<file path="src/design/dcr_pkg.sv">
// Shared widths, the sideband item record and the saturation function
// for the disk collision response pipeline. No dependencies.
package dcr_pkg;

    localparam int DATA_W    = 16;
    localparam int RAD_W     = 15;
    localparam int MASS_W    = 16;
    localparam int REST_W    = 16;
    localparam int REST_FRAC = 15;

    localparam int DIFF_W = DATA_W + 1;
    localparam int PROD_W = 2 * DIFF_W;
    localparam int DD_W   = PROD_W + 1;
    localparam int RS_W   = RAD_W + 1;
    localparam int RS2_W  = 2 * RS_W;
    localparam int K_W    = REST_FRAC + 2;
    localparam int M_W    = MASS_W + 1;
    localparam int Q_W    = DATA_W + 3;
    localparam int PM_W   = Q_W + MASS_W;
    localparam int NUM_W  = PM_W + K_W;
    localparam int DEN_W  = PROD_W;
    localparam int CMP_W  = DEN_W + Q_W;
    localparam int SUM_W  = Q_W + 2;

    localparam logic [REST_W-1:0] REST_RESET = REST_W'(29491);
    localparam logic [K_W-1:0]    REST_ONE   = K_W'(1) << REST_FRAC;

    typedef struct packed {
        logic signed [DATA_W-1:0] vel1x;
        logic signed [DATA_W-1:0] vel1y;
        logic signed [DATA_W-1:0] vel2x;
        logic signed [DATA_W-1:0] vel2y;
        logic [MASS_W-1:0]        m1;
        logic [MASS_W-1:0]        m2;
        logic [K_W-1:0]           k;
        logic                     collide;
        logic                     sx;
        logic                     sy;
    } side_t;

    function automatic logic signed [DATA_W-1:0] sat_out(input logic signed [SUM_W-1:0] v);
        logic signed [SUM_W-1:0] hi;
        logic signed [SUM_W-1:0] lo;
        logic signed [DATA_W-1:0] r;
        hi = $signed(SUM_W'({1'b0, {(DATA_W-1){1'b1}}}));
        lo = -hi - SUM_W'(1);
        if (v > hi)
        begin
            r = hi[DATA_W-1:0];
        end
        else if (v < lo)
        begin
            r = lo[DATA_W-1:0];
        end
        else
        begin
            r = v[DATA_W-1:0];
        end
        return r;
    endfunction

endpackage

</file>
<file path="src/design/dcr_div.sv">
// Pipelined restoring divider, one quotient bit per stage, rounding the
// final quotient to nearest with ties up. Depends on dcr_pkg.
module dcr_div (
    input  logic                       clk,
    input  logic                       en,
    input  logic [dcr_pkg::NUM_W-1:0]  mag,
    input  logic [dcr_pkg::DEN_W-1:0]  den,
    output logic [dcr_pkg::Q_W-1:0]    quo
);
    import dcr_pkg::*;

    logic [NUM_W-1:0] rem_reg [Q_W];
    logic [DEN_W-1:0] den_reg [Q_W];
    logic [Q_W-1:0]   quo_reg [Q_W];
    logic [NUM_W:0]   rem2;
    logic [NUM_W:0]   den2;
    logic             up;

    generate
        for (genvar s = 0; s < Q_W; s++)
        begin : g_stage
            localparam int SHIFT = Q_W - 1 - s;
            logic [NUM_W-1:0] rem_in;
            logic [DEN_W-1:0] den_in;
            logic [Q_W-1:0]   quo_in;
            logic [CMP_W-1:0] rem_ext;
            logic [CMP_W-1:0] den_shift;
            logic [CMP_W-1:0] diff;
            logic             take;

            if (s == 0)
            begin : g_first
                assign rem_in = mag;
                assign den_in = den;
                assign quo_in = '0;
            end
            else
            begin : g_next
                assign rem_in = rem_reg[s-1];
                assign den_in = den_reg[s-1];
                assign quo_in = quo_reg[s-1];
            end

            assign rem_ext   = CMP_W'(rem_in);
            assign den_shift = CMP_W'(den_in) << SHIFT;
            assign diff      = rem_ext - den_shift;
            assign take      = rem_ext >= den_shift;

            always_ff @(posedge clk)
            begin
                if (en)
                begin
                    rem_reg[s] <= take ? diff[NUM_W-1:0] : rem_in;
                    den_reg[s] <= den_in;
                    quo_reg[s] <= take ? (quo_in | (Q_W'(1) << SHIFT)) : quo_in;
                end
            end
        end
    endgenerate

    assign rem2 = {rem_reg[Q_W-1], 1'b0};
    assign den2 = (NUM_W+1)'(den_reg[Q_W-1]);
    assign up   = rem2 >= den2;
    assign quo  = quo_reg[Q_W-1] + Q_W'(up);

endmodule

</file>
<file path="config.mk">
export PLATFORM = sky130hd
export DESIGN_NAME = dcr_div
export DESIGN_NICKNAME = d
export VERILOG_FILES = /design/src/design/dcr_pkg.sv /design/src/design/dcr_div.sv
export SDC_FILE = /design/constraint.sdc
export NUM_CORES = 2
export LEC_CHECK = 0
export BUFFER_PORTS_ARGS = -buffer_cell sky130_fd_sc_hd__buf_2
export CELL_PAD_IN_SITES_DETAIL_PLACEMENT = 1
export CELL_PAD_IN_SITES_GLOBAL_PLACEMENT = 1
export CORE_MARGIN = 1
export CORE_UTILIZATION = 55
export CTS_CLUSTER_DIAMETER = 50
export CTS_CLUSTER_SIZE = 30
export DETAILED_ROUTE_END_ITERATION = 8
export PLACE_DENSITY = 0.83
export REMOVE_ABC_BUFFERS = 1
export SYNTH_ARGS = -nofsm -noshare
export SYNTH_HDL_FRONTEND = slang
export SYNTH_SLANG_ARGS = --single-unit
</file>
<file path="constraint.sdc">
create_clock -name clk -period 5.87 [get_ports clk]
set_input_delay 0.8805 -clock clk [delete_from_list [all_inputs] [get_ports clk]]
set_output_delay 0.8805 -clock clk [all_outputs]
set_load 0.05 [all_outputs]
</file>
==> key figures <==
Status
  – Status: finished, final reports clean

Power and ir drop
  – Total power: slightly below 60 mW
  – Switching portion of total power: 0.393
  – Max IR drop VDD: 309 µV
  – Static Leak: between 40 and 50 nW
  – Combinational Power Share: 0.427
  – Pwr dens: 520 nW/µm²
  – Reg power frac: 0.357
  – Sw Pwr: 23.3 mW
  – Clock power frac: 0.216
  – Internal Power: roughly 36 mW

Finish
  – Final core utilization: 0.612
  – Most common cell after layout, fill and taps aside: edfxtp_1
  – Share of cells above drive strength 1: 0.0769
  – Number of nets in the layout: about 10000
  – Max FFs per register: approximately 990
  – Commonest non-fill, non-tap cells in the layout: 1824 x edfxtp_1, 857 x inv_1, 812 x a21oi_1
  – Layout area overhead: 10.1%
  – Filler cells: between 15000 and 20000

Worst setup path
  – Worst EP required: about 5000 ps
  – CP max FO: 4
  – Startpoint types: flop
  – FF-to-FF Start: den_reg[2][1]
  – Critical Path AT: 4820 ps
  – Critical path origin: rem_reg[18][0]
  – Depth of the worst register-to-register path: 12
  – Crit Reg-Reg Endpoint: rem_reg[3][33]
  – WS Path Type: reg2out
  – FF-to-FF setup slack: roughly 780 ps
  – Crit end category: output pin

Timing
  – Fmax: between 150 and 200 MHz
  – Final hold slack: approximately 200 ps
  – Worst slew pin tran: around 1400 ps
  – Post-layout min period: about 5700 ps
  – Slew headroom: 0.0391
  – Tcrit/Tclk final: 0.971
  – Final worst slack: 168 ps
  – Hold Violations, Final: 0
  – Max-slew violations: 0
  – Final Setup Violations: 0
  – Skew final: around 46 ps

Floorplan
  – Die Width: approximately 440 µm
  – Die height: roughly 440 µm
  – Rows: 158
  – Initial Utilization: 0.556
  – Core Box Area: roughly 190000 µm²
  – Die ar.: between 150000 and 200000 µm²
  – # IOs: about 110

Global routing
  – Largest net degree at the start of global routing: 178
  – Met3 Track Usage GR: 0.0354
  – Initial antenna violation count: 3
  – All-Layer GR Usage: 0.316
  – Global routing usage on met1: 0.284
  – GR peak layer: met2
  – Met2 Use GR: 0.624
  – Global-route wire length before repair: 466000 µm
  – Congestion Overflow GR: 0
  – Vias in the first global route: just over 80000

Logic synthesis
  – EDFF count, synth: 1824
  – YS warnings: 0
  – Mean Syn Cell Area: approximately 11 µm²
  – Post-synth ARST share: 0
  – Yosys cell types: between 90 and 100
  – Area contributors post-synth: edfxtp_1 53%, ha_1 8.2%, a21oi_1 3.9%, xnor2_1 3.5%, inv_1 3.1%
  – Seq cells post-synth: between 1500 and 2000
  – Register area share after synthesis: 0.529
  – Share of the synthesized area in the top cell type: 0.529
  – Synthesized cell area: 104000 µm²
  – Area leader, netlist: edfxtp_1
  – Post-Syn Instances: between 9000 and 10000
  – Prevailing post-synth register cell: edfxtp_1

Placed design
  – Placer Congestion: 1.01
  – Dpl hpwl: approximately 230000 µm
  – Dpl ws: around 120 ps
  – # port buffers: around 110

Worst hold path
  – Min-delay src: mag[9]
  – Tightest Hold Check Type: in2reg
  – Worst hold path cell count: 1
  – Hold EP: rem_reg[0][9]

Route
  – Drc violations: 0
  – Final wirelength: 303000 µm
  – Wire per inst: about 25 µm
  – DR vias: approximately 75000
  – DRT iter0 DRCs: around 4000
  – Routed Antenna Nets: 0
  – Vias per inst: a little over 6
  – Initial DRT Pass Iterations: 6

Clock network
  – TritonCTS buffer count: around 200
  – Sink Count: about 1800
  – CTS root buffer: clkbuf_16
  – CTS tree: done
  – # hold bufs at CTS: 0
  – Reg clk slew, reported paths: roughly 80 ps
  – H-tree depth: 4
  – Worst-Skew Late Latency: 870 ps
  – Max clock buf depth: 3

Run
  – Max Cap Viol: 0
[timing repair]
action	CTS	global route
setup endpoints to repair	14	8
pin swaps	4	9
setup buffers	2	2
resized for setup	19	11
[cells in the mapped netlist, types with 49 or more instances]
library cell / n
nor3_1: 156
nand2b_1: 99
nand2_1: 737
edfxtp_1: 1824
a21o_1: 359
nor2_1: 627
xor2_1: 322
ha_1: 681
a31oi_1: 85
or3_1: 49
o21a_1: 91
o21bai_1: 85
o21ai_1: 104
nand3_1: 166
a21oi_1: 816
xnor2_1: 416
inv_1: 857
nor2b_1: 101
clkbuf_1: 266
mux2_2: 107
a211oi_1: 59
and3_1: 60
nand4_1: 173
nor4_1: 91
o21ai_0: 532
[power groups by stage]
stage          Combinational, mW  Sequential (mW)  Clock, mW
3_5_place_dp                24.7             21.3          0
2_1_floorplan               17.9             20.2          0
6_report                    25.3             21.1       12.8
4_1_cts                     25.1             21.1       12.9
5_1_grt                     27.6             21.4       13.3
3_3_place_gp                23.5             21.1          0
[per-stage QoR]
step,instances,cell area [µm²],TNS (ps)
after global placement,11929,107000,0
after CTS,12295,114000,0
after global routing,12297,114000,-58.2
after floorplan,9246,102000,-7970
final,12299,114000,0
after detailed placement,11929,107000,0
[metal layers]
layer / share of wire / wire, µm / vias up
li1: - / - / 35185
met1: 0.33 / 98500 / 37084
met2: 0.55 / 168000 / 1678
met3: 0.028 / 8430 / 877
met4: 0.092 / 27800 / 2
met5: 0.000043 / 13 / -
[worst max path at each step]
stage	end
global route	quo[17]
finish	quo[14]
detailed placement	quo[17]
floorplan	rem_reg[12][51]
global placement	quo[18]
CTS	quo[17]
[critical path: stages, from the launching register on]
cell      delay, ps
edfxtp_1        360
ha_1            290
nor2b_4         150
o21a_1          130
o21a_1          130
o21ai_2          70
a211oi_2        340
o21ai_1          90
buf_4           150
a31oi_4         210
o31a_1          210
o211ai_1        180
nand2_2         180
ha_4            170
ha_2            210
and3_4          230
and4_4          300
nand4_1         140
xnor2_1         230
buf_4           230
[cell families after synthesis]
group / share of synthesized area
XOR/XNOR: 0.0624
adder cells (fa/ha/maj): 0.0860
AO/OA/AOI/OAI: 0.150
multiplexers: 0.0160
buffers and inverters: 0.0416
flip-flops: 0.529
AND/OR/NAND/NOR: 0.115
[area by class of cell]
type / instances / area, µm² / area share
Antenna cell: 2 / 5.00 / 0.0000439
Clock buffer: 218 / 5160 / 0.0453
Clock inverter: 146 / 1520 / 0.0133
Inverter: 865 / 3250 / 0.0285
Multi-Input combinational cell: 6557 / 44700 / 0.392
Sequential cell: 1824 / 54800 / 0.481
Tap cell: 2480 / 3100 / 0.0272
Timing Repair Buffer: 207 / 1490 / 0.0131
Note: power is estimated with default switching activity, not from simulation.
